<file path="config.mk">
export PLATFORM = sky130hd
export DESIGN_NAME = ksr_ctrl
export DESIGN_NICKNAME = d
export VERILOG_FILES = /design/src/sv/ksr_pkg.sv /design/src/sv/ksr_ctrl.sv
export SDC_FILE = /design/constraint.sdc
export NUM_CORES = 1
export LEC_CHECK = 0
export BUFFER_PORTS_ARGS = -buffer_cell sky130_fd_sc_hd__buf_2
export CAP_MARGIN = 20
export CORE_AREA = 2 2 39 41
export DETAILED_ROUTE_END_ITERATION = 10
export DIE_AREA = 0 0 41 43
export GPL_TIMING_DRIVEN = 0
export PLACE_DENSITY = 0.49
export SLEW_MARGIN = 20
export SYNTH_ARGS = -nofsm -noshare
export SYNTH_HDL_FRONTEND = slang
export SYNTH_SLANG_ARGS = --single-unit
</file>
<file path="constraint.sdc">
create_clock -name clk -period 2.8 [get_ports clk]
set_clock_uncertainty 0.2 [all_clocks]
set_input_delay 0.56 -clock clk [delete_from_list [all_inputs] [get_ports clk]]
set_output_delay 0.56 -clock clk [all_outputs]
set_load 0.005 [all_outputs]
</file>
<file path="src/sv/ksr_pkg.sv">
// Shared constants, types and control structs of the k-space linear resampler.
package ksr_pkg;

  localparam int LINE_MAX       = 4096;
  localparam int MAX_PER_SAMPLE = 16;
  localparam int SAMPLE_BITS    = 16;
  localparam int FRACTION_BITS  = 16;
  localparam int TABLE_DEPTH    = LINE_MAX - 2;

  localparam int IDX_W  = 12;
  localparam int LEN_W  = 13;
  localparam int BUF_AW = $clog2(MAX_PER_SAMPLE);
  localparam int CNT_W  = BUF_AW + 1;
  localparam int COEF_W = IDX_W + FRACTION_BITS;
  localparam int PROD_W = (FRACTION_BITS + 1) + (SAMPLE_BITS + 1);

  localparam int ADDR_W = 3;
  localparam int DATA_W = 32;

  // Register index taken from the word address.
  localparam logic REG_LINE_LENGTH = 1'b0;

  localparam logic [LEN_W-1:0] LEN_MIN   = LEN_W'(3);
  localparam logic [LEN_W-1:0] LEN_MAX   = LEN_W'(LINE_MAX);
  localparam logic [LEN_W-1:0] LEN_RESET = LEN_W'(2048);

  localparam logic [CNT_W-1:0] LIMIT_MID  = CNT_W'(MAX_PER_SAMPLE);
  localparam logic [CNT_W-1:0] LIMIT_LAST = CNT_W'(MAX_PER_SAMPLE - 1);

  localparam logic signed [PROD_W-1:0] ROUND_HALF = PROD_W'(1 << (FRACTION_BITS - 1));

  // Input kind codes.
  localparam logic KIND_TABLE  = 1'b0;
  localparam logic KIND_SAMPLE = 1'b1;

  typedef struct packed {
    logic load;
    logic table_write;
    logic first_write;
    logic drop;
    logic mul;
    logic acc_write;
    logic tail;
    logic drain_load;
  } ctrl_cmd_t;

  typedef struct packed {
    logic first;
    logic scan_done;
    logic stop;
    logic full;
    logic has_results;
    logic out_free;
    logic drain_last;
  } ctrl_status_t;

  typedef struct packed {
    logic [IDX_W-1:0]       index;
    logic [SAMPLE_BITS-1:0] value;
    logic                   line_last;
    logic                   frame_last;
  } result_t;

endpackage

</file>
<file path="src/sv/ksr_ctrl.sv">
// Controller: sequences table writes, the per-sample table scan and the result drain.
module ksr_ctrl (
  input  logic                  clk,
  input  logic                  rst,
  input  logic                  in_valid,
  input  logic                  kind,
  output logic                  in_ready,
  input  ksr_pkg::ctrl_status_t status,
  output ksr_pkg::ctrl_cmd_t    cmd
);

  localparam logic [2:0] ST_IDLE  = 3'd0;
  localparam logic [2:0] ST_START = 3'd1;
  localparam logic [2:0] ST_CHK   = 3'd2;
  localparam logic [2:0] ST_ACC   = 3'd3;
  localparam logic [2:0] ST_TAIL  = 3'd4;
  localparam logic [2:0] ST_DRAIN = 3'd5;

  logic [2:0] state;
  logic [2:0] state_next;

  assign in_ready = (state == ST_IDLE);

  always_comb begin
    state_next = state;
    cmd        = '0;
    case (state)
      ST_IDLE: begin
        if (in_valid) begin
          if (kind == ksr_pkg::KIND_SAMPLE) begin
            cmd.load   = 1'b1;
            state_next = ST_START;
          end else begin
            cmd.table_write = 1'b1;
          end
        end
      end
      // The coefficient read for the current pointer is issued in this state.
      ST_START: begin
        if (status.first) begin
          cmd.first_write = 1'b1;
          state_next      = ST_DRAIN;
        end else if (status.scan_done) begin
          state_next = ST_TAIL;
        end else begin
          state_next = ST_CHK;
        end
      end
      ST_CHK: begin
        if (status.stop) begin
          state_next = ST_TAIL;
        end else if (status.full) begin
          cmd.drop   = 1'b1;
          state_next = ST_START;
        end else begin
          cmd.mul    = 1'b1;
          state_next = ST_ACC;
        end
      end
      ST_ACC: begin
        cmd.acc_write = 1'b1;
        state_next    = ST_START;
      end
      ST_TAIL: begin
        cmd.tail   = 1'b1;
        state_next = status.has_results ? ST_DRAIN : ST_IDLE;
      end
      ST_DRAIN: begin
        if (status.out_free) begin
          cmd.drain_load = 1'b1;
          if (status.drain_last) begin
            state_next = ST_IDLE;
          end
        end
      end
      default: begin
        state_next = ST_IDLE;
      end
    endcase
  end

  always_ff @(posedge clk) begin
    if (rst) begin
      state <= ST_IDLE;
    end else begin
      state <= state_next;
    end
  end

endmodule

</file>
==> results.py, run 1 <==
metrics = {
    "die": {
        "placementRows": 14,
        "die_height_um": 43,
        "dieWidth_um": 41,
        "core_area_um2": 1380,
        "start_util_pct": 19.0,
        "io_pins": 20,
        "dieArea_um2": 1760,
    },
    "logic_synthesis": {
        "synth_fp_nets": 46,
        "yosysWarnings": 0,
        "yosysUniqueCellTypes": 22,
        "yosysSeqAreaShare_pct": 22.9,
        "ys_ff_latch": 3,
        "synth.avg_cell_area_um2": 7.51,
        "synth_area_um2": 263,
        "postSynthCellCount": 35,
    },
    "placed_design": {
        "numPortBuffers": 19,
        "dp_hpwl_um": 551,
        "place_ws_ns": 0.798,
        "routabilityCongestion": 0.659,
    },
    "grt": {
        "antenna_found_initial": 0,
        "grt_pass1_wl_um": 993,
        "grt_pass1_vias": 272,
        "gr-usage-all-layers_pct": 9.04,
        "grt_max_degree": 11,
        "gr-total-overflow": 0,
    },
    "power": {
        "power.internal_mw": 0.138,
        "power.switching_mw": 0.0596,
        "pwr-share-clk_pct": 37.7,
        "leakage_nw": 0.210,
        "power.share.sequential_pct": 28.2,
        "combPwrFrac_pct": 34.2,
        "switching_share_pct": 30.1,
        "ir_worst_vdd_mv": 0.142,
        "power_density_nw_per_um2": 490,
    },
    "critical_path": {
        "path_class": "flop to output port",
        "r2r-start": "state[0]$_SDFFE_PP0P_",
        "crit_start": "state[1]$_SDFFE_PP0P_",
        "critPathLaunchType": "flop",
        "cp-end-kind": "output port",
        "crit_path_max_fanout": 8,
        "cp.required_ns": 2.04,
        "critPathArrivalTime_ns": 1.27,
    },
    "cts": {
        "htreeDepth": 1,
        "cts.path.max_buffers": 2,
        "post_cts_hold_buffer_count": 0,
        "cts_tree": "yes",
        "ctsRootBufferMaster": "clkbuf_4",
        "numCtsBuffers": 3,
        "cts_setup_buffers": 0,
        "ctsResizeCount": 0,
        "clock_sinks": 3,
        "clkLatencyLatePin_ns": 0.23,
        "cts.clk_slew.worst_paths_ns": 0.04,
    },
    "sta": {
        "hold_violations": 0,
        "finalWorstSetupSlack_ns": 0.772,
        "fmax_mhz": 493,
        "relSlewSlack_pct": 75.5,
        "finalCritPeriodShare_pct": 72.4,
        "rsz0062_at_grt": "false",
        "maxSlewViolCount": 0,
        "period_minus_slack_ns": 2.03,
        "setup_viol_count_final": 0,
        "tns_ns": 0,
        "tightest_slew_ns": 0.364,
    },
    "drt": {
        "vias_per_cell": 4.41,
        "routedWlPerCell_um": 9.57,
        "drt_first_iter_violations": 1,
        "drc_errors": 0,
        "ant_nets": 0,
        "drt-total-wl_um": 708,
        "vias": 326,
        "drtPass1Iterations": 2,
    },
    "outcome": {
        "status": "complete, no violations",
    },
    "layout": {
        "final_nets": 70,
        "area_growth_pct": 53.8,
        "largest_register_ffs": 3,
        "final_cell_mix": "buf_2, nand2_1",
        "largestRegisters": "state: 3 flops",
        "mostFrequentLayoutCell": "buf_2",
        "diodes": 0,
        "regMostFlops": "state",
        "drive_above_1_share_pct": 46.6,
    },
    "hold_path": {
        "hp-class": "input pin to flop",
        "hold_path_startpoint": "rst",
    },
    "job": {
        "drv_cap": 0,
    },
}
## area by class of cell
| type | instances | area, µm² |
|---|---|---|
| Timing Repair Buffer | 19 | 95.1 |
| Tap cell | 16 | 20.0 |
| Inverter | 1 | 3.75 |
| Multi-Input combinational cell | 30 | 191 |
| Buffer | 1 | 7.51 |
| Fill cell | 165 | 980 |
| Clock buffer | 4 | 26.3 |
| Sequential cell | 3 | 60.1 |
## stage by stage
stage | hold slack (ns) | cells | util, % | cell area (µm²) | total power [mW]
global route | 0.335 | 74 | 29.2 | 404 | 0.214
floorplan | 0.374 | 35 | - | 263 | 0.0978
finish | 0.344 | 74 | 29.2 | 404 | 0.198
CTS | 0.328 | 74 | 29.2 | 404 | 0.203
global placement | 0.456 | 70 | 27.3 | 378 | 0.125
detailed placement | 0.453 | 70 | 27.3 | 378 | 0.124
## worst paths after layout
path         depth (start not counted)               endpoint  slack, ns
max                                  3                 cmd[4]       0.77
min                                  2  state[2]$_SDFFE_PP0P_       0.34
max reg2reg                          3  state[1]$_SDFFE_PP0P_       1.42
min reg2reg                          3  state[0]$_SDFFE_PP0P_       0.45
## worst max-delay path, cell delays in order, from the launching register on
cell and delay [ns]:
dfxtp_1 0.45, nand2b_2 0.10, nor4b_1 0.31, buf_2 0.17
## metal layers
| layer | up-vias | share of wire (%) | global-route usage, % |
|---|---|---|---|
| li1 | 176 | - | - |
| met1 | 136 | 43 | 7.72 |
| met2 | 14 | 47 | 14.1 |
| met3 | 0 | 9.3 | 3.14 |
| met4 | 0 | 0 | 10.0 |
| met5 | - | 0 | 0 |
## cell usage after synthesis
cell	number	area (µm²)
nand2_1	5	18.8
dfxtp_1	3	60.1
nor2_1	3	11.3
o21ai_0	3	15.0
and3_1	2	12.5
nand3_1	2	10.0
nor4b_1	2	17.5
a21o_1	1	7.51
a221oi_1	1	8.76
a31oi_1	1	6.26
and2b_1	1	7.51
and2b_4	1	10.0
and3b_1	1	8.76
buf_4	1	7.51
inv_1	1	3.75
nand2b_1	1	6.26
nand2b_2	1	8.76
nor3_2	1	10.0
nor3b_1	1	7.51
nor4_1	1	6.26
o21ai_2	1	8.76
o21ba_1	1	10.0
## cells by family (layout without fill, tap and decap cells)
group	Yosys count	after routing	share of synthesized area, %
and+or+nand+nor	22	22	51.4
AOI/OAI and AO/OA	8	8	21.4
DFF	3	3	22.9
buffers and inverters	2	25	4.29
## power by group through the flow
stage / Sequential, mW / Clock, mW / Combinational [mW]
2_1_floorplan: 0.0546 / 0 / 0.0432
3_3_place_gp: 0.0566 / 0 / 0.0683
5_1_grt: 0.0569 / 0.0800 / 0.0768
4_1_cts: 0.0559 / 0.0790 / 0.0684
3_5_place_dp: 0.0564 / 0 / 0.0680
6_report: 0.0557 / 0.0746 / 0.0676
(Power assumes the default switching activity.)
==> inputs of run 2 (changes only) <==
--- a/config.mk
+++ b/config.mk
@@ -11,7 +11,7 @@
 export DETAILED_ROUTE_END_ITERATION = 10
 export DIE_AREA = 0 0 41 43
 export GPL_TIMING_DRIVEN = 0
-export PLACE_DENSITY = 0.49
+export PLACE_DENSITY = 0.51
 export SLEW_MARGIN = 20
 export SYNTH_ARGS = -nofsm -noshare
 export SYNTH_HDL_FRONTEND = slang
==> constraint.sdc (replaced) <==
create_clock -name clk -period 1.8 [get_ports clk]
set_clock_uncertainty 0.2 [all_clocks]
set_input_delay 0.36 -clock clk [delete_from_list [all_inputs] [get_ports clk]]
set_output_delay 0.36 -clock clk [all_outputs]
set_load 0.005 [all_outputs]
==> results.py, run 2 (synthesis gave the netlist of run 1 again) <==
metrics = {
    "grt": {
        "gr-total-overflow": 0,
        "grt_pass1_wl_um": 1100,
        "antenna_found_initial": 0,
        "grt_pass1_vias": 294,
        "grt_max_degree": 11,
        "gr-usage-all-layers_pct": 9.73,
    },
    "sta": {
        "maxSlewViolCount": 0,
        "finalWorstSetupSlack_ns": 0.101,
        "tightest_slew_ns": 0.269,
        "setup_viol_count_final": 0,
        "finalCritPeriodShare_pct": 94.4,
        "hold_violations": 0,
        "fmax_mhz": 588,
        "period_minus_slack_ns": 1.70,
        "relSlewSlack_pct": 81.8,
        "tns_ns": 0,
    },
    "die": {
        "io_pins": 20,
        "die_height_um": 43,
        "core_area_um2": 1380,
        "start_util_pct": 19.0,
        "dieWidth_um": 41,
        "dieArea_um2": 1760,
        "placementRows": 14,
    },
    "hold_path": {
        "hold_path_startpoint": "rst",
        "hp-class": "input pin to flop",
    },
    "layout": {
        "diodes": 0,
        "area_growth_pct": 62.9,
        "final_nets": 70,
        "regMostFlops": "state",
        "mostFrequentLayoutCell": "buf_2",
        "largest_register_ffs": 3,
        "largestRegisters": "state: 3 flops",
        "final_cell_mix": "buf_2, nand2_1, nor2_1, o21ai_0, clkbuf_4",
        "drive_above_1_share_pct": 53.4,
    },
    "power": {
        "ir_worst_vdd_mv": 0.234,
        "combPwrFrac_pct": 35.4,
        "power_density_nw_per_um2": 748,
        "pwr-share-clk_pct": 36.6,
        "switching_share_pct": 31.3,
        "leakage_nw": 0.215,
        "power.internal_mw": 0.220,
        "power.share.sequential_pct": 28.0,
        "power.switching_mw": 0.100,
    },
    "placed_design": {
        "numPortBuffers": 19,
        "routabilityCongestion": 0.671,
        "dp_hpwl_um": 539,
        "place_ws_ns": 0.171,
    },
    "drt": {
        "drtPass1Iterations": 4,
        "ant_nets": 0,
        "vias": 336,
        "drt_first_iter_violations": 2,
        "routedWlPerCell_um": 9.76,
        "drt-total-wl_um": 722,
        "drc_errors": 0,
        "vias_per_cell": 4.54,
    },
    "job": {
        "drv_cap": 0,
    },
    "critical_path": {
        "crit_start": "state[2]$_SDFFE_PP0P_",
        "r2r-start": "state[1]$_SDFFE_PP0P_",
        "critPathLaunchType": "flop",
        "cp.required_ns": 1.24,
        "crit_path_max_fanout": 10,
        "cp-end-kind": "output port",
        "critPathArrivalTime_ns": 1.14,
        "path_class": "flop to output port",
    },
    "cts": {
        "cts_tree": "yes",
        "clkLatencyLatePin_ns": 0.23,
        "htreeDepth": 1,
        "cts.path.max_buffers": 2,
        "clock_sinks": 3,
        "cts.clk_slew.worst_paths_ns": 0.04,
        "numCtsBuffers": 3,
        "ctsRootBufferMaster": "clkbuf_4",
        "post_cts_hold_buffer_count": 0,
    },
    "outcome": {
        "status": "complete, no violations",
    },
}
-- run 2: cell type report --
class | count | area (µm²)
Timing Repair Buffer | 19 | 95.1
Buffer | 1 | 7.51
Multi-Input combinational cell | 30 | 210
Sequential cell | 3 | 65.1
Clock buffer | 4 | 26.3
Tap cell | 16 | 20.0
Inverter | 1 | 3.75
Fill cell | 166 | 956
-- run 2: final timing paths --
kind	end	slack (ns)	cells past startpoint
max	cmd[1]	0.10	3
max reg2reg	state[2]$_SDFFE_PP0P_	0.48	4
min reg2reg	state[0]$_SDFFE_PP0P_	0.45	3
min	state[2]$_SDFFE_PP0P_	0.14	2
-- run 2: repair_timing --
item	CTS	global route
setup buffers	0	0
resized for setup	1	5
hold endpoints to repair	0	0
setup endpoints to repair	1	6
pin swaps	0	1
-- run 2: worst max-delay path, stage by stage (launching register included) --
cell,delay [ns]
dfxtp_1,0.31
buf_4,0.16
nor3b_1,0.27
buf_2,0.17
-- run 2: stage by stage --
| step | power [mW] | hold slack (ns) | utilization [%] | std cells | instance area [µm²] |
|---|---|---|---|---|---|
| final | 0.320 | 0.144 | 30.9 | 74 | 428 |
| after floorplan | 0.152 | 0.229 | - | 35 | 263 |
| after CTS | 0.319 | 0.139 | 29.7 | 74 | 410 |
| after global routing | 0.362 | 0.132 | 30.9 | 74 | 428 |
| after global placement | 0.194 | 0.375 | 27.3 | 70 | 378 |
| after detailed placement | 0.194 | 0.367 | 27.3 | 70 | 378 |
-- run 2: power groups by stage --
stage               Combinational (mW)  Clock (mW)  Sequential, mW
global placement                 0.106           0          0.0876
floorplan                       0.0671           0          0.0850
detailed placement               0.106           0          0.0879
finish                           0.113       0.117          0.0895
global route                     0.128       0.143          0.0913
CTS                              0.109       0.123          0.0874
-- run 2: metal layers --
layer	track usage [%]	part of all wire, %	vias up
met4	8.00	0	0
met3	4.71	6.9	0
li1	-	-	174
met2	14.7	54	11
met5	0	0	-
met1	9.29	39	151
